<file path="config.mk">
export PLATFORM = sky130hd
export DESIGN_NAME = cell_range_text_parser
export DESIGN_NICKNAME = d
export VERILOG_FILES = /design/src/sv/crtp_pkg.sv /design/src/sv/crtp_front.sv /design/src/sv/crtp_queue.sv /design/src/sv/crtp_back.sv /design/src/sv/cell_range_text_parser.sv
export SDC_FILE = /design/constraint.sdc
export NUM_CORES = 1
export LEC_CHECK = 0
export BUFFER_PORTS_ARGS = -buffer_cell sky130_fd_sc_hd__buf_2
export CAP_MARGIN = 10
export CORE_MARGIN = 3
export CORE_UTILIZATION = 55
export CTS_CLUSTER_DIAMETER = 200
export DETAILED_ROUTE_END_ITERATION = 8
export GPL_TIMING_DRIVEN = 0
export PLACE_DENSITY = 0.72
export SLEW_MARGIN = 20
export SYNTH_ARGS = -nofsm -noshare
export SYNTH_HDL_FRONTEND = slang
export SYNTH_HIERARCHICAL = 1
export SYNTH_SLANG_ARGS = --single-unit
</file>
<file path="constraint.sdc">
create_clock -name clk -period 12.2 [get_ports clk]
set_clock_uncertainty 0.2 [all_clocks]
set_input_delay 2.44 -clock clk [delete_from_list [all_inputs] [get_ports clk]]
set_output_delay 2.44 -clock clk [all_outputs]
set_load 0.02 [all_outputs]
</file>
<file path="src/sv/crtp_pkg.sv">
`timescale 1ns / 1ps
`default_nettype none

package crtp_pkg;

    // Field and register widths.
    localparam int ROW_CNT_W = 21;
    localparam int COL_CNT_W = 15;
    localparam int ROW_ACC_W = 22;
    localparam int COL_ACC_W = 16;
    localparam int ROW_OUT_W = 20;
    localparam int COL_OUT_W = 14;
    localparam int CFG_IDX_W = 1;
    localparam int CFG_DATA_W = 21;

    typedef logic [ROW_CNT_W-1:0] row_cnt_t;
    typedef logic [COL_CNT_W-1:0] col_cnt_t;
    typedef logic [ROW_ACC_W-1:0] row_acc_t;
    typedef logic [COL_ACC_W-1:0] col_acc_t;

    // Accumulator saturation points and number bases.
    localparam col_acc_t COL_SAT = 16'hFFFF;
    localparam row_acc_t ROW_SAT = 22'h3FFFFF;
    localparam int COL_RADIX = 26;
    localparam int ROW_RADIX = 10;

    // Character codes.
    localparam logic [7:0] CHR_TAB     = 8'h09;
    localparam logic [7:0] CHR_CR      = 8'h0D;
    localparam logic [7:0] CHR_SPACE   = 8'h20;
    localparam logic [7:0] CHR_NEL     = 8'h85;
    localparam logic [7:0] CHR_NBSP    = 8'hA0;
    localparam logic [7:0] CHR_COMMA   = 8'h2C;
    localparam logic [7:0] CHR_COLON   = 8'h3A;
    localparam logic [7:0] CHR_ZERO    = 8'h30;
    localparam logic [7:0] CHR_NINE    = 8'h39;
    localparam logic [7:0] CHR_UPPER_A = 8'h41;
    localparam logic [7:0] CHR_UPPER_Z = 8'h5A;
    localparam logic [7:0] CHR_LOWER_A = 8'h61;
    localparam logic [7:0] CHR_LOWER_Z = 8'h7A;
    localparam logic [7:0] CASE_GAP    = 8'h20;

    // Queue between the parser front and the result back end.
    localparam int QUEUE_DEPTH = 4;
    localparam int QUEUE_PTR_W = 2;
    localparam int QUEUE_CNT_W = 3;

    typedef enum logic [CFG_IDX_W-1:0] {
        CFG_ROW_COUNT = 1'b0,
        CFG_COL_COUNT = 1'b1
    } cfg_reg_t;

    typedef enum logic [2:0] {
        CH_WS,
        CH_COLON,
        CH_COMMA,
        CH_LETTER,
        CH_DIGIT,
        CH_OTHER
    } char_class_t;

    typedef enum logic [1:0] {
        PH_LEAD,
        PH_LET,
        PH_DIG,
        PH_TRAIL
    } phase_t;

    typedef enum logic [2:0] {
        KIND_INVALID,
        KIND_CELL,
        KIND_COLS,
        KIND_ROWS,
        KIND_FULL
    } kind_t;

    // One input beat.
    typedef struct packed {
        logic [7:0] char_code;
        logic       end_of_text;
    } in_t;

    // One result beat.
    typedef struct packed {
        logic                 range_valid;
        logic [ROW_OUT_W-1:0] top_row;
        logic [COL_OUT_W-1:0] left_col;
        logic [ROW_OUT_W-1:0] bottom_row;
        logic [COL_OUT_W-1:0] right_col;
        logic                 text_done;
    } out_t;

    // Finished token as classified by the front, queued for the back end.
    typedef struct packed {
        kind_t    kind;
        col_acc_t c1;
        row_acc_t r1;
        col_acc_t c2;
        row_acc_t r2;
        logic     done;
    } rec_t;

    // Effective sheet size after limiting by the build maxima.
    typedef struct packed {
        row_cnt_t rows;
        col_cnt_t cols;
    } sheet_size_t;

endpackage

`default_nettype wire

</file>
<file path="src/sv/crtp_front.sv">
`timescale 1ns / 1ps
`default_nettype none

module crtp_front (
    input  wire logic           clk,
    input  wire logic           rst_n,
    input  wire logic           in_valid,
    input  crtp_pkg::in_t       in_data,
    output logic                in_stall,
    input  wire logic           queue_full,
    output logic                push,
    output crtp_pkg::rec_t      push_data
);

    localparam int COL_MAC_W = 21;
    localparam int ROW_MAC_W = 26;

    // Token state apart from the phase.
    typedef struct packed {
        logic               has_let;
        logic               has_dig;
        logic               has_colon;
        logic               has_err;
        logic               has_content;
        crtp_pkg::col_acc_t c1;
        crtp_pkg::row_acc_t r1;
        crtp_pkg::col_acc_t c2;
        crtp_pkg::row_acc_t r2;
    } tok_t;

    crtp_pkg::phase_t      phase_reg;
    crtp_pkg::phase_t      phase_next;
    tok_t                  tok_reg;
    tok_t                  tok_next;
    tok_t                  tok_upd;
    tok_t                  tok_fin;
    crtp_pkg::char_class_t cls;
    logic                  accept;
    logic                  eot;
    logic [7:0]            upper_code;
    logic [4:0]            let_val;
    logic [3:0]            dig_val;
    crtp_pkg::col_acc_t    cacc_cur;
    crtp_pkg::row_acc_t    racc_cur;
    logic [COL_MAC_W-1:0]  col_mac;
    logic [ROW_MAC_W-1:0]  row_mac;
    crtp_pkg::col_acc_t    col_new;
    crtp_pkg::row_acc_t    row_new;

    // A half is bad when it is empty or its row number is zero.
    function automatic logic half_bad(input tok_t t);
        crtp_pkg::row_acc_t row;
        row = t.has_colon ? t.r2 : t.r1;
        return !(t.has_let || t.has_dig) || (t.has_dig && row == '0);
    endfunction

    // Sorts a finished token into one of the accepted shapes.
    function automatic crtp_pkg::kind_t classify(input tok_t t);
        logic ac;
        logic ar;
        logic bc;
        logic br;
        crtp_pkg::kind_t k;
        ac = t.c1 != '0;
        ar = t.r1 != '0;
        bc = t.c2 != '0;
        br = t.r2 != '0;
        k  = crtp_pkg::KIND_INVALID;
        if (t.has_content && !t.has_err && !half_bad(t))
        begin
            if (!t.has_colon)
            begin
                if (ac && ar)
                    k = crtp_pkg::KIND_CELL;
            end
            else if (ac && bc && !ar && !br)
                k = crtp_pkg::KIND_COLS;
            else if (ar && br && !ac && !bc)
                k = crtp_pkg::KIND_ROWS;
            else if (ac && ar && bc && br)
                k = crtp_pkg::KIND_FULL;
        end
        return k;
    endfunction

    // Handshake on the character channel.
    assign in_stall = queue_full;
    assign accept   = in_valid && !queue_full;
    assign eot      = in_data.end_of_text;

    // Character decoder.
    always_comb
    begin
        unique case (in_data.char_code) inside
            crtp_pkg::CHR_COMMA:
                cls = crtp_pkg::CH_COMMA;
            crtp_pkg::CHR_COLON:
                cls = crtp_pkg::CH_COLON;
            [crtp_pkg::CHR_TAB:crtp_pkg::CHR_CR], crtp_pkg::CHR_SPACE,
            crtp_pkg::CHR_NEL, crtp_pkg::CHR_NBSP:
                cls = crtp_pkg::CH_WS;
            [crtp_pkg::CHR_UPPER_A:crtp_pkg::CHR_UPPER_Z],
            [crtp_pkg::CHR_LOWER_A:crtp_pkg::CHR_LOWER_Z]:
                cls = crtp_pkg::CH_LETTER;
            [crtp_pkg::CHR_ZERO:crtp_pkg::CHR_NINE]:
                cls = crtp_pkg::CH_DIGIT;
            default:
                cls = crtp_pkg::CH_OTHER;
        endcase
    end

    // Letter and digit values.
    always_comb
    begin
        upper_code = (in_data.char_code >= crtp_pkg::CHR_LOWER_A)
                   ? in_data.char_code - crtp_pkg::CASE_GAP : in_data.char_code;
        let_val    = 5'(upper_code - crtp_pkg::CHR_UPPER_A + 8'd1);
        dig_val    = 4'(in_data.char_code - crtp_pkg::CHR_ZERO);
    end

    // Multiply-add of the current half's accumulators, with saturation.
    always_comb
    begin
        cacc_cur = tok_reg.has_colon ? tok_reg.c2 : tok_reg.c1;
        racc_cur = tok_reg.has_colon ? tok_reg.r2 : tok_reg.r1;
        col_mac  = COL_MAC_W'(cacc_cur) * COL_MAC_W'(crtp_pkg::COL_RADIX)
                 + COL_MAC_W'(let_val);
        row_mac  = ROW_MAC_W'(racc_cur) * ROW_MAC_W'(crtp_pkg::ROW_RADIX)
                 + ROW_MAC_W'(dig_val);
        col_new  = (col_mac > COL_MAC_W'(crtp_pkg::COL_SAT))
                 ? crtp_pkg::COL_SAT : col_mac[crtp_pkg::COL_ACC_W-1:0];
        row_new  = (row_mac > ROW_MAC_W'(crtp_pkg::ROW_SAT))
                 ? crtp_pkg::ROW_SAT : row_mac[crtp_pkg::ROW_ACC_W-1:0];
    end

    // Next phase.
    always_comb
    begin
        phase_next = phase_reg;
        if (accept)
        begin
            if (cls == crtp_pkg::CH_COMMA || eot)
                phase_next = crtp_pkg::PH_LEAD;
            else
            begin
                unique case (cls)
                    crtp_pkg::CH_WS:
                        if (phase_reg == crtp_pkg::PH_LET || phase_reg == crtp_pkg::PH_DIG)
                            phase_next = crtp_pkg::PH_TRAIL;
                    crtp_pkg::CH_COLON:
                        if (!tok_reg.has_colon)
                            phase_next = crtp_pkg::PH_LEAD;
                    crtp_pkg::CH_LETTER:
                        if (phase_reg == crtp_pkg::PH_LEAD || phase_reg == crtp_pkg::PH_LET)
                            phase_next = crtp_pkg::PH_LET;
                    crtp_pkg::CH_DIGIT:
                        if (phase_reg != crtp_pkg::PH_TRAIL)
                            phase_next = crtp_pkg::PH_DIG;
                    default:
                        phase_next = phase_reg;
                endcase
            end
        end
    end

    // Token update for any character but a comma.
    always_comb
    begin
        tok_upd = tok_reg;
        case (cls)
            crtp_pkg::CH_COLON:
            begin
                tok_upd.has_content = 1'b1;
                if (tok_reg.has_colon)
                    tok_upd.has_err = 1'b1;
                else
                begin
                    if (half_bad(tok_reg))
                        tok_upd.has_err = 1'b1;
                    tok_upd.has_let   = 1'b0;
                    tok_upd.has_dig   = 1'b0;
                    tok_upd.has_colon = 1'b1;
                end
            end
            crtp_pkg::CH_LETTER:
            begin
                tok_upd.has_content = 1'b1;
                if (phase_reg == crtp_pkg::PH_LEAD || phase_reg == crtp_pkg::PH_LET)
                begin
                    tok_upd.has_let = 1'b1;
                    if (tok_reg.has_colon)
                        tok_upd.c2 = col_new;
                    else
                        tok_upd.c1 = col_new;
                end
                else
                    tok_upd.has_err = 1'b1;
            end
            crtp_pkg::CH_DIGIT:
            begin
                tok_upd.has_content = 1'b1;
                if (phase_reg != crtp_pkg::PH_TRAIL)
                begin
                    tok_upd.has_dig = 1'b1;
                    if (tok_reg.has_colon)
                        tok_upd.r2 = row_new;
                    else
                        tok_upd.r1 = row_new;
                end
                else
                    tok_upd.has_err = 1'b1;
            end
            crtp_pkg::CH_OTHER:
            begin
                tok_upd.has_content = 1'b1;
                tok_upd.has_err     = 1'b1;
            end
            default:
                tok_upd = tok_reg;
        endcase
    end

    // Next token state: cleared when a token ends.
    always_comb
    begin
        tok_next = tok_reg;
        if (accept)
            tok_next = (cls == crtp_pkg::CH_COMMA || eot) ? '0 : tok_upd;
    end

    // Finished token record. A comma finishes the token as it stood before it.
    always_comb
    begin
        tok_fin          = (cls == crtp_pkg::CH_COMMA) ? tok_reg : tok_upd;
        push_data.kind   = classify(tok_fin);
        push_data.c1     = tok_fin.c1;
        push_data.r1     = tok_fin.r1;
        push_data.c2     = tok_fin.c2;
        push_data.r2     = tok_fin.r2;
        push_data.done   = eot;
        if (cls == crtp_pkg::CH_COMMA)
            push = accept && (tok_reg.has_content || eot);
        else
            push = accept && eot;
    end

    // State registers.
    always_ff @(posedge clk or negedge rst_n)
    begin
        if (!rst_n)
        begin
            phase_reg <= crtp_pkg::PH_LEAD;
            tok_reg   <= '0;
        end
        else
        begin
            phase_reg <= phase_next;
            tok_reg   <= tok_next;
        end
    end

endmodule

`default_nettype wire

</file>
<file path="src/sv/crtp_queue.sv">
`timescale 1ns / 1ps
`default_nettype none

module crtp_queue (
    input  wire logic      clk,
    input  wire logic      rst_n,
    input  wire logic      push,
    input  crtp_pkg::rec_t push_data,
    output logic           full,
    input  wire logic      pop,
    output logic           head_valid,
    output crtp_pkg::rec_t head_data
);

    crtp_pkg::rec_t                      entry_reg [crtp_pkg::QUEUE_DEPTH];
    logic [crtp_pkg::QUEUE_PTR_W-1:0]    wr_ptr_reg;
    logic [crtp_pkg::QUEUE_PTR_W-1:0]    wr_ptr_next;
    logic [crtp_pkg::QUEUE_PTR_W-1:0]    rd_ptr_reg;
    logic [crtp_pkg::QUEUE_PTR_W-1:0]    rd_ptr_next;
    logic [crtp_pkg::QUEUE_CNT_W-1:0]    count_reg;
    logic [crtp_pkg::QUEUE_CNT_W-1:0]    count_next;

    // Status and head of the queue.
    assign full       = count_reg == crtp_pkg::QUEUE_CNT_W'(crtp_pkg::QUEUE_DEPTH);
    assign head_valid = count_reg != '0;
    assign head_data  = entry_reg[rd_ptr_reg];

    // Pointer and fill count updates.
    always_comb
    begin
        wr_ptr_next = push ? wr_ptr_reg + 1'b1 : wr_ptr_reg;
        rd_ptr_next = pop ? rd_ptr_reg + 1'b1 : rd_ptr_reg;
        count_next  = count_reg;
        if (push && !pop)
            count_next = count_reg + 1'b1;
        else if (pop && !push)
            count_next = count_reg - 1'b1;
    end

    always_ff @(posedge clk or negedge rst_n)
    begin
        if (!rst_n)
        begin
            wr_ptr_reg <= '0;
            rd_ptr_reg <= '0;
            count_reg  <= '0;
        end
        else
        begin
            wr_ptr_reg <= wr_ptr_next;
            rd_ptr_reg <= rd_ptr_next;
            count_reg  <= count_next;
        end
    end

    // Entry storage.
    always_ff @(posedge clk)
    begin
        if (push)
            entry_reg[wr_ptr_reg] <= push_data;
    end

`ifndef SYNTHESIS
    assert property (@(posedge clk) disable iff (!rst_n)
        count_reg <= crtp_pkg::QUEUE_CNT_W'(crtp_pkg::QUEUE_DEPTH))
        else $error("queue fill count beyond depth");

    assert property (@(posedge clk) disable iff (!rst_n)
        push |-> !full)
        else $error("token pushed into a full queue");

    assert property (@(posedge clk) disable iff (!rst_n)
        pop |-> head_valid)
        else $error("token popped from an empty queue");
`endif

endmodule

`default_nettype wire

</file>
<file path="src/sv/crtp_back.sv">
`timescale 1ns / 1ps
`default_nettype none

module crtp_back (
    input  wire logic           clk,
    input  wire logic           rst_n,
    input  crtp_pkg::sheet_size_t size,
    input  wire logic           head_valid,
    input  crtp_pkg::rec_t      head_data,
    output logic                pop,
    output logic                out_valid,
    input  wire logic           out_stall,
    output crtp_pkg::out_t      out_data
);

    crtp_pkg::row_cnt_t rmax;
    crtp_pkg::col_cnt_t cmax;
    crtp_pkg::row_acc_t r1z;
    crtp_pkg::row_acc_t r2z;
    crtp_pkg::col_acc_t c1z;
    crtp_pkg::col_acc_t c2z;
    crtp_pkg::row_acc_t t_raw;
    crtp_pkg::row_acc_t b_raw;
    crtp_pkg::col_acc_t l_raw;
    crtp_pkg::col_acc_t r_raw;
    logic               ok;

    // Clamp stage registers.
    logic               a_valid_reg;
    logic               a_ok_reg;
    logic               a_done_reg;
    crtp_pkg::row_cnt_t a_top_reg;
    crtp_pkg::row_cnt_t a_bot_reg;
    crtp_pkg::col_cnt_t a_left_reg;
    crtp_pkg::col_cnt_t a_right_reg;

    // Output register.
    logic               out_valid_reg;
    crtp_pkg::out_t     out_data_reg;
    crtp_pkg::out_t     out_data_next;

    logic               a_load;
    logic               b_load;

    // Flow control through both stages.
    assign b_load = a_valid_reg && (!out_valid_reg || !out_stall);
    assign a_load = head_valid && (!a_valid_reg || b_load);
    assign pop    = a_load;

    // Zero-based corners chosen by token shape.
    always_comb
    begin
        rmax  = size.rows - 1'b1;
        cmax  = size.cols - 1'b1;
        r1z   = head_data.r1 - 1'b1;
        r2z   = head_data.r2 - 1'b1;
        c1z   = head_data.c1 - 1'b1;
        c2z   = head_data.c2 - 1'b1;
        t_raw = '0;
        b_raw = '0;
        l_raw = '0;
        r_raw = '0;
        case (head_data.kind)
            crtp_pkg::KIND_CELL:
            begin
                t_raw = r1z;
                b_raw = r1z;
                l_raw = c1z;
                r_raw = c1z;
            end
            crtp_pkg::KIND_COLS:
            begin
                b_raw = crtp_pkg::ROW_ACC_W'(rmax);
                l_raw = c1z;
                r_raw = c2z;
            end
            crtp_pkg::KIND_ROWS:
            begin
                t_raw = r1z;
                b_raw = r2z;
                r_raw = crtp_pkg::COL_ACC_W'(cmax);
            end
            crtp_pkg::KIND_FULL:
            begin
                t_raw = r1z;
                b_raw = r2z;
                l_raw = c1z;
                r_raw = c2z;
            end
            default:
                t_raw = '0;
        endcase
        ok = head_data.kind != crtp_pkg::KIND_INVALID
          && size.rows != '0 && size.cols != '0;
    end

    // Clamp stage.
    always_ff @(posedge clk or negedge rst_n)
    begin
        if (!rst_n)
            a_valid_reg <= 1'b0;
        else if (a_load)
            a_valid_reg <= 1'b1;
        else if (b_load)
            a_valid_reg <= 1'b0;
    end

    always_ff @(posedge clk)
    begin
        if (a_load)
        begin
            a_ok_reg   <= ok;
            a_done_reg <= head_data.done;
            if (!ok)
            begin
                a_top_reg   <= '0;
                a_bot_reg   <= '0;
                a_left_reg  <= '0;
                a_right_reg <= '0;
            end
            else
            begin
                a_top_reg   <= (t_raw > crtp_pkg::ROW_ACC_W'(rmax))
                             ? rmax : t_raw[crtp_pkg::ROW_CNT_W-1:0];
                a_bot_reg   <= (b_raw > crtp_pkg::ROW_ACC_W'(rmax))
                             ? rmax : b_raw[crtp_pkg::ROW_CNT_W-1:0];
                a_left_reg  <= (l_raw > crtp_pkg::COL_ACC_W'(cmax))
                             ? cmax : l_raw[crtp_pkg::COL_CNT_W-1:0];
                a_right_reg <= (r_raw > crtp_pkg::COL_ACC_W'(cmax))
                             ? cmax : r_raw[crtp_pkg::COL_CNT_W-1:0];
            end
        end
    end

    // Swap into order, then cut to the output widths.
    always_comb
    begin
        out_data_next.range_valid = a_ok_reg;
        out_data_next.text_done   = a_done_reg;
        if (a_top_reg > a_bot_reg)
        begin
            out_data_next.top_row    = a_bot_reg[crtp_pkg::ROW_OUT_W-1:0];
            out_data_next.bottom_row = a_top_reg[crtp_pkg::ROW_OUT_W-1:0];
        end
        else
        begin
            out_data_next.top_row    = a_top_reg[crtp_pkg::ROW_OUT_W-1:0];
            out_data_next.bottom_row = a_bot_reg[crtp_pkg::ROW_OUT_W-1:0];
        end
        if (a_left_reg > a_right_reg)
        begin
            out_data_next.left_col  = a_right_reg[crtp_pkg::COL_OUT_W-1:0];
            out_data_next.right_col = a_left_reg[crtp_pkg::COL_OUT_W-1:0];
        end
        else
        begin
            out_data_next.left_col  = a_left_reg[crtp_pkg::COL_OUT_W-1:0];
            out_data_next.right_col = a_right_reg[crtp_pkg::COL_OUT_W-1:0];
        end
    end

    // Output stage.
    always_ff @(posedge clk or negedge rst_n)
    begin
        if (!rst_n)
            out_valid_reg <= 1'b0;
        else if (b_load)
            out_valid_reg <= 1'b1;
        else if (!out_stall)
            out_valid_reg <= 1'b0;
    end

    always_ff @(posedge clk)
    begin
        if (b_load)
            out_data_reg <= out_data_next;
    end

    assign out_valid = out_valid_reg;
    assign out_data  = out_data_reg;

`ifndef SYNTHESIS
    assert property (@(posedge clk) disable iff (!rst_n)
        (out_valid_reg && !out_data_reg.range_valid) |->
        (out_data_reg.top_row == '0 && out_data_reg.bottom_row == '0
         && out_data_reg.left_col == '0 && out_data_reg.right_col == '0))
        else $error("invalid range carries non-zero corners");
`endif

endmodule

`default_nettype wire

</file>
<file path="src/sv/cell_range_text_parser.sv">
// Range text parser: reads comma-separated spreadsheet ranges (A1, A1:B3,
// A:C, 1:3) one character per beat and gives one result beat per token.
// Text channel: text_valid / text_stall / text_data, one character a beat,
// with end_of_text marking the last one. Result channel: result_valid /
// result_stall / result_data, with the range flag, the four zero-based
// corners and text_done. Configuration channel: cfg_valid / cfg_ready with
// cfg_index 0 for the row count and 1 for the column count; cfg_ready is
// always high. The user must make writes only while the block is idle; the
// block does not enforce this. Throughput: one character a cycle unless the
// queue is full, set by the combinational multiply-add and state update of
// the front parser. A token result goes from the beat that ends it (a comma
// or the last character) through a four-entry queue, a clamp stage and a
// swap/output register. When the result side stalls, results wait in the
// output register, the clamp stage and the queue; the text channel stalls
// only when the queue is full. Reset clears the parser state, the queue and
// both stages and sets the sheet size to its full default; no clearing pass.
`timescale 1ns / 1ps
`default_nettype none

module cell_range_text_parser #(
    parameter int unsigned MAX_ROWS = 1048576,
    parameter int unsigned MAX_COLS = 16384
) (
    input  wire logic                            clk,
    input  wire logic                            rst_n,
    input  wire logic                            text_valid,
    output logic                                 text_stall,
    input  crtp_pkg::in_t                        text_data,
    output logic                                 result_valid,
    input  wire logic                            result_stall,
    output crtp_pkg::out_t                       result_data,
    input  wire logic                            cfg_valid,
    output logic                                 cfg_ready,
    input  wire logic [crtp_pkg::CFG_IDX_W-1:0]  cfg_index,
    input  wire logic [crtp_pkg::CFG_DATA_W-1:0] cfg_data
);

    localparam crtp_pkg::row_cnt_t ROW_COUNT_RST = 21'd1048576;
    localparam crtp_pkg::col_cnt_t COL_COUNT_RST = 15'd16384;

    crtp_pkg::row_cnt_t    row_count_reg;
    crtp_pkg::col_cnt_t    col_count_reg;
    crtp_pkg::sheet_size_t size_reg;
    crtp_pkg::sheet_size_t size_next;
    logic                  queue_full;
    logic                  push;
    crtp_pkg::rec_t        push_data;
    logic                  pop;
    logic                  head_valid;
    crtp_pkg::rec_t        head_data;

    // Configuration registers.
    assign cfg_ready = 1'b1;

    always_ff @(posedge clk or negedge rst_n)
    begin
        if (!rst_n)
        begin
            row_count_reg <= ROW_COUNT_RST;
            col_count_reg <= COL_COUNT_RST;
        end
        else if (cfg_valid && cfg_ready)
        begin
            unique case (crtp_pkg::cfg_reg_t'(cfg_index))
                crtp_pkg::CFG_ROW_COUNT:
                    row_count_reg <= cfg_data[crtp_pkg::ROW_CNT_W-1:0];
                crtp_pkg::CFG_COL_COUNT:
                    col_count_reg <= cfg_data[crtp_pkg::COL_CNT_W-1:0];
                default:
                    row_count_reg <= row_count_reg;
            endcase
        end
    end

    // Effective sheet size, limited by the build maxima and registered.
    always_comb
    begin
        if (32'(row_count_reg) < MAX_ROWS)
            size_next.rows = row_count_reg;
        else
            size_next.rows = crtp_pkg::row_cnt_t'(MAX_ROWS);
        if (32'(col_count_reg) < MAX_COLS)
            size_next.cols = col_count_reg;
        else
            size_next.cols = crtp_pkg::col_cnt_t'(MAX_COLS);
    end

    always_ff @(posedge clk)
    begin
        size_reg <= size_next;
    end

    crtp_front u_front (
        .clk        (clk),
        .rst_n      (rst_n),
        .in_valid   (text_valid),
        .in_data    (text_data),
        .in_stall   (text_stall),
        .queue_full (queue_full),
        .push       (push),
        .push_data  (push_data)
    );

    crtp_queue u_queue (
        .clk        (clk),
        .rst_n      (rst_n),
        .push       (push),
        .push_data  (push_data),
        .full       (queue_full),
        .pop        (pop),
        .head_valid (head_valid),
        .head_data  (head_data)
    );

    crtp_back u_back (
        .clk        (clk),
        .rst_n      (rst_n),
        .size       (size_reg),
        .head_valid (head_valid),
        .head_data  (head_data),
        .pop        (pop),
        .out_valid  (result_valid),
        .out_stall  (result_stall),
        .out_data   (result_data)
    );

endmodule

`default_nettype wire

</file>
Word-level counts from Yosys, hierarchy flattened

Memories as Yosys holds them, arrays and structs flattened.
Cells that the tools add are included.

Output and inout port bits: 73
Memories: 1
Input port bits: 36
Memory bits (writable): 320
Word-level logic and storage cells: 231
Bits in registers: 308

Reductions and logical operators: 74
Equality and inequality tests: 23
$lt $le $gt $ge: 18
Mux-type cells: 65
Bitwise gates (word level): 1
Add/sub/neg operators: 16
Multiply operators: 2

Memory list:

| name              | words | bits a word | rd ports | clocked after memory_dff | write ports | line             | source |
|---|---|---|---|---|---|---|---|
| u_queue.entry_reg | 4     | 80          | 1        | 0                        | 1           | crtp_queue.sv:15 | `crtp_pkg::rec_t entry_reg [crtp_pkg::QUEUE_DEPTH];` |

Operators by type and width:

| operator                                                        | count |
|---|---|
| two-way mux 22 bit                                              | 10 |
| two-way mux 81 bit                                              | 2 |
| two-way mux 16 bit                                              | 9 |
| case mux 22 bit (3 select lines)                                | 1 |
| case mux 16 bit (3 select lines)                                | 1 |
| greater-than comparator 22 x 21 -> 1 bit                        | 2 |
| zero test 22 bit                                                | 2 |
| nonzero test 22 bit                                             | 2 |
| subtractor 22 x 1 -> 22 bit, second input constant              | 2 |
| two-way mux 21 bit                                              | 2 |
| two-way mux 20 bit                                              | 2 |
| greater-than comparator 16 x 15 -> 1 bit                        | 2 |
| nonzero test 16 bit                                             | 2 |
| subtractor 16 x 1 -> 16 bit, second input constant              | 2 |
| two-way mux 15 bit                                              | 2 |
| two-way mux 14 bit                                              | 2 |
| adder 26 x 4 -> 26 bit                                          | 1 |
| greater-than comparator 26 x 22 -> 1 bit, second input constant | 1 |
| logical AND 1 bit                                               | 26 |
| multiplier 22 x 3 -> 25 bit, second input constant              | 1 |
| equality test 8 x 6 -> 1 bit, second input constant             | 3 |
| two-way mux 3 bit                                               | 8 |
| adder 21 x 5 -> 21 bit                                          | 1 |
| greater-than comparator 21 x 16 -> 1 bit, second input constant | 1 |
| 50 further kinds                                                | 112 |

Logic depth before layout (Yosys ltp)

Gate-level depths: netlist (run 1).

Depth after elaboration: 20
Gate-level depth with buffers: 27
Gate-level depth less buffers: 20

Modules after synthesis

Netlist (run 1), hierarchy kept.

Modules (own cells, without submodules):

| module                 | instances | cells each | area each (sq um) | sequential area each (sq um) |
|---|---|---|---|---|
| crtp_queue             | 1         | 452        | 12022.8           | 9784.4 |
| crtp_back              | 1         | 1232       | 12009.0           | 4374.2 |
| crtp_front             | 1         | 1194       | 9497.9            | 2077.0 |
| cell_range_text_parser | 1         | 154        | 2372.3            | 1624.1 |

Least setup slack after synthesis (run 1)

No wires, ideal clock.

Kind: input to register
From: input result_stall
To: register u_back.out_data_reg (netlist bit u_back/out_data[0]), enable pin
Setup time: 0.604 ns
Path buffers: 0
Stages on the path: 1
Data required time: 11.396 ns
Setup slack: 3.857 ns
Arrival time: 7.539 ns
Cell sequence: a21boi_0

Cells in the longest elaborated chain, start to end: 3

Ends and longest elaborated chain:

| element              | line                         | source |
|---|---|---|
| from (decl)          | cell_range_text_parser.sv:30 | `input wire logic result_stall,` |
| zero test 1 bit      | crtp_back.sv:46              | `assign b_load = a_valid_reg && (!out_valid_reg \|\| !out_stall);` |
| logical OR 1 bit     | crtp_back.sv:46              |  |
| logical AND 1 bit    | crtp_back.sv:46              |  |
| to (signal assigned) | crtp_back.sv:176             | `out_data_reg <= out_data_next;` |
| to (decl)            | crtp_back.sv:39              | `crtp_pkg::out_t out_data_reg;` |

No other way between the ends.
A chain may end at the register's enable or synchronous reset.

==> impl_metrics.csv, run 1 <==
group,metric,value,unit
status,outcome,"complete, no violations",
clock_tree,insertion_delay,0.66,ns
clock_tree,cts_bufs_inserted,61,
route,route.detailed.vias_per_inst,6.21,
synthesis,synth_adder_area_share,8.13,%
route,post-route-drc-count,0,
synthesis,synth_top_family_by_area,"simple AND/OR/NAND/NOR gates",
floorplan,die_area,0.0684,mm²
grt,global_route.overflow_total,0,
clock_tree,post_cts_resized,0,
pwr,p_per_area,266,mW/mm²
final_layout,flip_flop_count_of_the_largest_register_after_layout,320,
route,finalWirelength,96.3,mm
floorplan,placement_rows,93,
sta,final_setup_violating_endpoints,0,
floorplan,ios,109,
synthesis,synth_xor_xnor_area_share,3.61,%
synthesis,yosys.area_share.simple,12.7,%
pwr,vdd_drop_max,0.000170,V
sta,setup_total_negative_slack,0,ns
worst_setup_path,worst-path-buf-inv,8,
sta,timing.fmax,101,MHz
floorplan,chipHeight,261,µm
route,overall_via_count_from_detail_route,25600,
placement,hpwl_detailed,73.8,mm
hold_path,timing.hold.worst.class,"reg2reg",
synthesis,synth_cell_types,102,
sta,report.final.hold_viol_count,0,
route,drt-wirelength-per-cell,23.4,µm
clock_tree,clock_sinks,628,
sta,max_slew_margin,25.6,%
clock_tree,cts_max_level,2,
sta,drv_slew,0,
clock_tree,cts_tree,"built",
synthesis,async_s_r_ff_share_synth,20.4,%
final_layout,layout_common_cells,"edfxtp_1, nor2_1, ha_1, nand2_1, inv_1",
grt,grt.busiest_layer,"met2",
worst_setup_path,timing.critical_path.slowest_stage_cell,"a31oi_1",
final_layout,multi_input_comb_area,0.0168,mm²
worst_setup_path,max_stage_delay,0.77,ns
synthesis,synth_enable_flop_cells,464,
synthesis,ys_ff_latch,628,
final_layout,nets,3469,
sta,worstMarginPinSlew,1.11,ns
final_layout,area_growth_syn_to_layout,11.0,%
synthesis,synth_mux_area_share,11.0,%
worst_setup_path,timing.setup.critical_path_class,"reg2reg",
final_layout,layout.area.seq,0.0179,mm²
synthesis,synth_warnings,6,
placement,buffer_ports.inserted,106,
synthesis,synth_area,0.0359,mm²
route,drt-pass1-iter-count,6,
sta,period_share,81.3,%
sta,layout_min_cycle_time,9.92,ns
final_layout,fillCellCount,5028,
grt,grt_util_all_layers,27.9,%
worst_setup_path,worst_path_dominant_cell_family,"buffers and inverters",
synthesis,ys.flop_type,"edfxtp_1",
grt,grt_max_degree,83,
worst_setup_path,worstSetupStartpointType,"flop",
final_layout,most_common_library_cell_in_the_layout_ignoring_fill_and_taps,"edfxtp_1",
floorplan,initial_utilization,55.7,%
run,cap_viol_max_count,0,
sta,setup_repair_after_global_routing_missed_its_margin,"false",
worst_setup_path,setup.worst_path.end_class,"flop",
grt,via_count_of_the_first_global_routing_pass,25500,
synthesis,ys_seq_area_share,49.7,%
clock_tree,root_buffer,"clkbuf_16",
route,drt-initial-drc-count,2078,
floorplan,design.core.area,0.0645,mm²
worst_setup_path,cp.required,12.37,ns
pwr,leak_pwr,0.0155,µW
grt,first_pass_grt_wire_length,147,mm
clock_tree,cts_hold_buf,0,
grt,antenna_violations_before_repair,0,
clock_tree,cts_setup_buffers,0,
synthesis,post_synth_inst_count,3032,
worst_setup_path,worst_ep_arrival_time,10.08,ns
floorplan,chipWidth,261,µm
clock_tree,cts_max_path_buffers,3,
clock_tree,clk_pin_slew,0.07,ns
grt,grt_use_met1,37.3,%
route,drt.antenna.violating_nets,0,
final_layout,n_antenna_cell,0,
synthesis,avgSynthCellArea,11.8,µm²
synthesis,synth-compound-area-share,11.1,%
grt,global_route.usage.met2,46.7,%
placement,globalplace.congestion,0.921,
grt,global_route.usage.met3,3.30,%
synthesis,mappedNetlistNets,3291,
pwr,total_power,10600,µW
final_layout,drive_above_1_share,15.7,%
worst_setup_path,cp_max_fo,10,
report_power, final:
group | switching [µW] | total (µW) | internal [µW]
combinational | 3310 | 5450 | 2140
sequential | 235 | 3240 | 3010
clock | 807 | 1900 | 1090
total | 4350 | 10600 | 6230
worst paths after layout:
check	start	endpoint	slack, ns	depth (start not counted)
worst min-delay path	u_back/a_done_reg	u_back/out_data[0]	0.22	0
min in group asynchronous	rst_n	u_front/tok_reg[37]	1.50	1
worst min register to register	u_back/a_done_reg	u_back/out_data[0]	0.22	0
max in group asynchronous	rst_n	row_count_reg[20]	9.49	2
worst max register to register	u_front/tok_reg[78]	u_queue/entry_reg[0][78]	2.28	25
worst max-delay path	u_front/tok_reg[78]	u_queue/entry_reg[0][78]	2.28	25
stage by stage:
stage          setup slack, ns  utilization [%]  cells  hold WS (ns)  area (µm²)
6_report                  2.28             61.8   4118         0.216       39900
5_1_grt                   1.92             61.8   4118         0.226       39900
4_1_cts                   2.52             61.8   4118         0.217       39900
3_5_place_dp              2.58             58.6   4002         0.218       37800
3_3_place_gp              1.55             58.2   3993         0.202       37500
2_1_floorplan             3.86                -   3032         0.200       35900
logic make-up (layout without fill, tap and decap cells):
family,after synthesis,in the layout
xor gates and xnor gates,148,148
DFF,628,628
buffers and inverters,293,524
adders and majority gates,223,223
muxes,271,271
other,1,1
and+or+nand+nor,880,880
AOI/OAI and AO/OA,588,588
cell usage after synthesis (44+ instances only):
master	n	area share, %
mux2_2	124	3.9
edfxtp_1	464	39
a22o_1	66	1.6
nor2_1	233	2.4
a21oi_1	133	1.9
nand2_1	173	1.8
clkbuf_1	100	1.0
nand4_1	69	1.2
ha_1	206	7.2
xnor2_1	94	2.3
dfrtp_1	126	8.8
nor2b_1	57	0.99
o21ai_0	95	1.3
nor3_1	83	1.2
mux2i_1	46	1.3
xor2_1	54	1.3
nand3_1	44	0.61
inv_1	151	1.6
mux4_2	79	5.0
area by class of cell:
| type | count | area share (%) |
|---|---|---|
| Buffer | 141 | 1.85 |
| Clock buffer | 90 | 4.50 |
| Clock inverter | 26 | 0.688 |
| Inverter | 152 | 1.43 |
| Multi-Input combinational cell | 2111 | 42.1 |
| Sequential cell | 628 | 44.8 |
| Tap cell | 855 | 2.68 |
| Timing Repair Buffer | 115 | 1.98 |
layer usage:
metal	vias up	part of all wire [%]	wire [µm]
met1	12600	43	41300
met3	205	5.2	5020
li1	11900	-	-
met5	-	0	0
met2	929	48	45900
met4	0	4.2	4030
worst register-to-register path: cells and delay by family, from the launching register on:
kind	cells	cell delay (ns)
AO/OA/AOI/OAI	7	2.70
XOR/XNOR	1	0.28
adder cells (fa/ha/maj)	3	1.18
buffers and inverters	8	2.78
flip-flops	1	0.33
multiplexers	2	0.85
AND/OR/NAND/NOR	4	1.32
Power figures use the tool's default switching activity.
==> run 2: changes to the inputs <==
clock period = 10.1 ns   (was 12.2 ns; I/O delays follow)
==> run 2 against run 1 <==
  * Design area about the same
  * Maximum frequency rose by 2.5%
  * Combinational power up 21%
  * Non-clock buffer count unchanged
  * Global-route usage unchanged
==> impl_metrics.csv, run 2 (synthesis gave the netlist of run 1 again) <==
group,metric,value,unit
status,outcome,"complete, no violations",
route,overall_via_count_from_detail_route,25600,
worst_setup_path,setup.worst_path.end_class,"flop",
worst_setup_path,cp_max_fo,10,
floorplan,ios,109,
final_layout,layout_common_cells,"edfxtp_1, nor2_1, ha_1, nand2_1, inv_1",
sta,fin_hold_ws,0.216,ns
clock_tree,clk_pin_slew,0.07,ns
worst_setup_path,worst_ep_arrival_time,9.84,ns
route,drt-pass1-iter-count,6,
final_layout,drive_above_1_share,15.7,%
final_layout,nets,3469,
grt,first_pass_grt_wire_length,147,mm
placement,hpwl_detailed,73.8,mm
clock_tree,cts_bufs_inserted,61,
route,finalWirelength,96.3,mm
clock_tree,post_cts_resized,0,
clock_tree,clock_sinks,628,
worst_setup_path,cp.required,10.27,ns
route,post-route-drc-count,0,
worst_setup_path,timing.setup.critical_path_class,"reg2reg",
placement,numPlacedInstances,4002,
final_layout,final_design_area_no_fill,0.0399,mm²
sta,max_slew_margin,25.6,%
clock_tree,cts_setup_buffers,0,
hold_path,timing.hold.worst.class,"reg2reg",
sta,period_share,95.8,%
grt,grt_max_degree,83,
route,drt.antenna.violating_nets,0,
sta,setup_total_negative_slack,0,ns
route,route.detailed.vias_per_inst,6.21,
clock_tree,cts_hold_buf,0,
final_layout,final-instance-count-excl-fill,4118,
clock_tree,cts_max_level,2,
pwr,p_per_area,321,mW/mm²
sta,timing.fmax,103,MHz
floorplan,chipWidth,261,µm
final_layout,n_antenna_cell,0,
clock_tree,insertion_delay,0.66,ns
floorplan,placement_rows,93,
floorplan,chipHeight,261,µm
clock_tree,root_buffer,"clkbuf_16",
final_layout,fillCellCount,5028,
pwr,leak_pwr,0.0155,µW
grt,antenna_violations_before_repair,0,
grt,global_route.overflow_total,0,
final_layout,area_growth_syn_to_layout,11.0,%
grt,via_count_of_the_first_global_routing_pass,25500,
sta,report.final.hold_viol_count,0,
floorplan,design.core.area,0.0645,mm²
floorplan,initial_utilization,55.7,%
sta,final_setup_violating_endpoints,0,
sta,setup_repair_after_global_routing_missed_its_margin,"false",
route,drt-wirelength-per-cell,23.4,µm
placement,globalplace.congestion,0.921,
grt,grt_util_all_layers,27.9,%
clock_tree,cts_max_path_buffers,3,
worst_setup_path,worstSetupStartpointType,"flop",
pwr,vdd_drop_max,0.000204,V
sta,worstMarginPinSlew,1.11,ns
run,cap_viol_max_count,0,
placement,buffer_ports.inserted,106,
final_layout,flip_flop_count_of_the_largest_register_after_layout,320,
floorplan,die_area,0.0684,mm²
placement,post_dp_cell_area,0.0378,mm²
final_layout,layout.core_utilization,61.8,%
final_layout,most_common_library_cell_in_the_layout_ignoring_fill_and_taps,"edfxtp_1",
clock_tree,cts_tree,"built",
sta,drv_slew,0,
route,drt-initial-drc-count,2088,
sta,layout_min_cycle_time,9.67,ns
-- run 2: layer usage --
layer / GRT usage (%) / up-vias / part of all wire, % / wire length [µm]
li1: - / 11900 / - / -
met1: 37.3 / 12600 / 43 / 41200
met2: 46.7 / 921 / 48 / 46000
met3: 3.30 / 204 / 5.2 / 5020
met4: 11.2 / 0 / 4.2 / 4020
met5: 0 / - / 0 / 0
-- run 2: power by group --
| part | internal [µW] | leakage [µW] | switching [µW] |
|---|---|---|---|
| Sequential | 3630 | 0.00628 | 284 |
| Clock | 1310 | 0.00100 | 973 |
| Combinational | 2580 | 0.00824 | 4000 |
| Total | 7530 | 0.0155 | 5260 |
-- run 2: worst max-delay path, stage by stage, from the launching register on --
cell and delay, ns:
dfrtp_1 0.33, clkbuf_1 0.27, buf_1 0.58, clkbuf_1 0.50, buf_1 0.51, clkbuf_2 0.45, mux2i_1 0.41, inv_1 0.13
ha_1 0.30, inv_1 0.05, fa_1 0.50, inv_1 0.05, ha_1 0.38, a2111oi_0 0.50, o21ai_0 0.29, a31oi_1 0.31
xnor2_1 0.29, nand3_1 0.26, nor4_1 0.40, mux2_2 0.39, o22a_1 0.27, a31oi_1 0.78, or2_2 0.25, o31ai_1 0.09
or4_1 0.40, a21oi_1 0.47
-- run 2: path summary, 6_finish.rpt --
check	endpoint	start	slack, ns	depth (start not counted)
max	u_queue/entry_reg[0][78]	u_front/tok_reg[78]	0.43	25
min	u_back/out_data[0]	u_back/a_done_reg	0.22	0
max reg2reg	u_queue/entry_reg[0][78]	u_front/tok_reg[78]	0.43	25
min reg2reg	u_back/out_data[0]	u_back/a_done_reg	0.22	0
max in group asynchronous	row_count_reg[20]	rst_n	7.81	2
min in group asynchronous	u_front/tok_reg[27]	rst_n	1.08	1
-- run 2: area by class of cell --
| type | count | area [µm²] | area share, % |
|---|---|---|---|
| repair buffers | 115 | 788 | 1.98 |
| plain buffers | 141 | 737 | 1.85 |
| inverters | 152 | 571 | 1.43 |
| multi-input cells | 2111 | 16800 | 42.1 |
| flip-flops and latches | 628 | 17900 | 44.8 |
| well taps | 855 | 1070 | 2.68 |
| clock inverters | 26 | 274 | 0.687 |
| clock buffers | 90 | 1790 | 4.50 |
-- run 2: per-stage QoR --
stage	setup slack (ns)	power [µW]
after floorplan	2.18	8590
after global placement	-0.129	10300
after detailed placement	0.475	10500
after CTS	0.417	12800
after global routing	0.0841	13600
final	0.426	12800
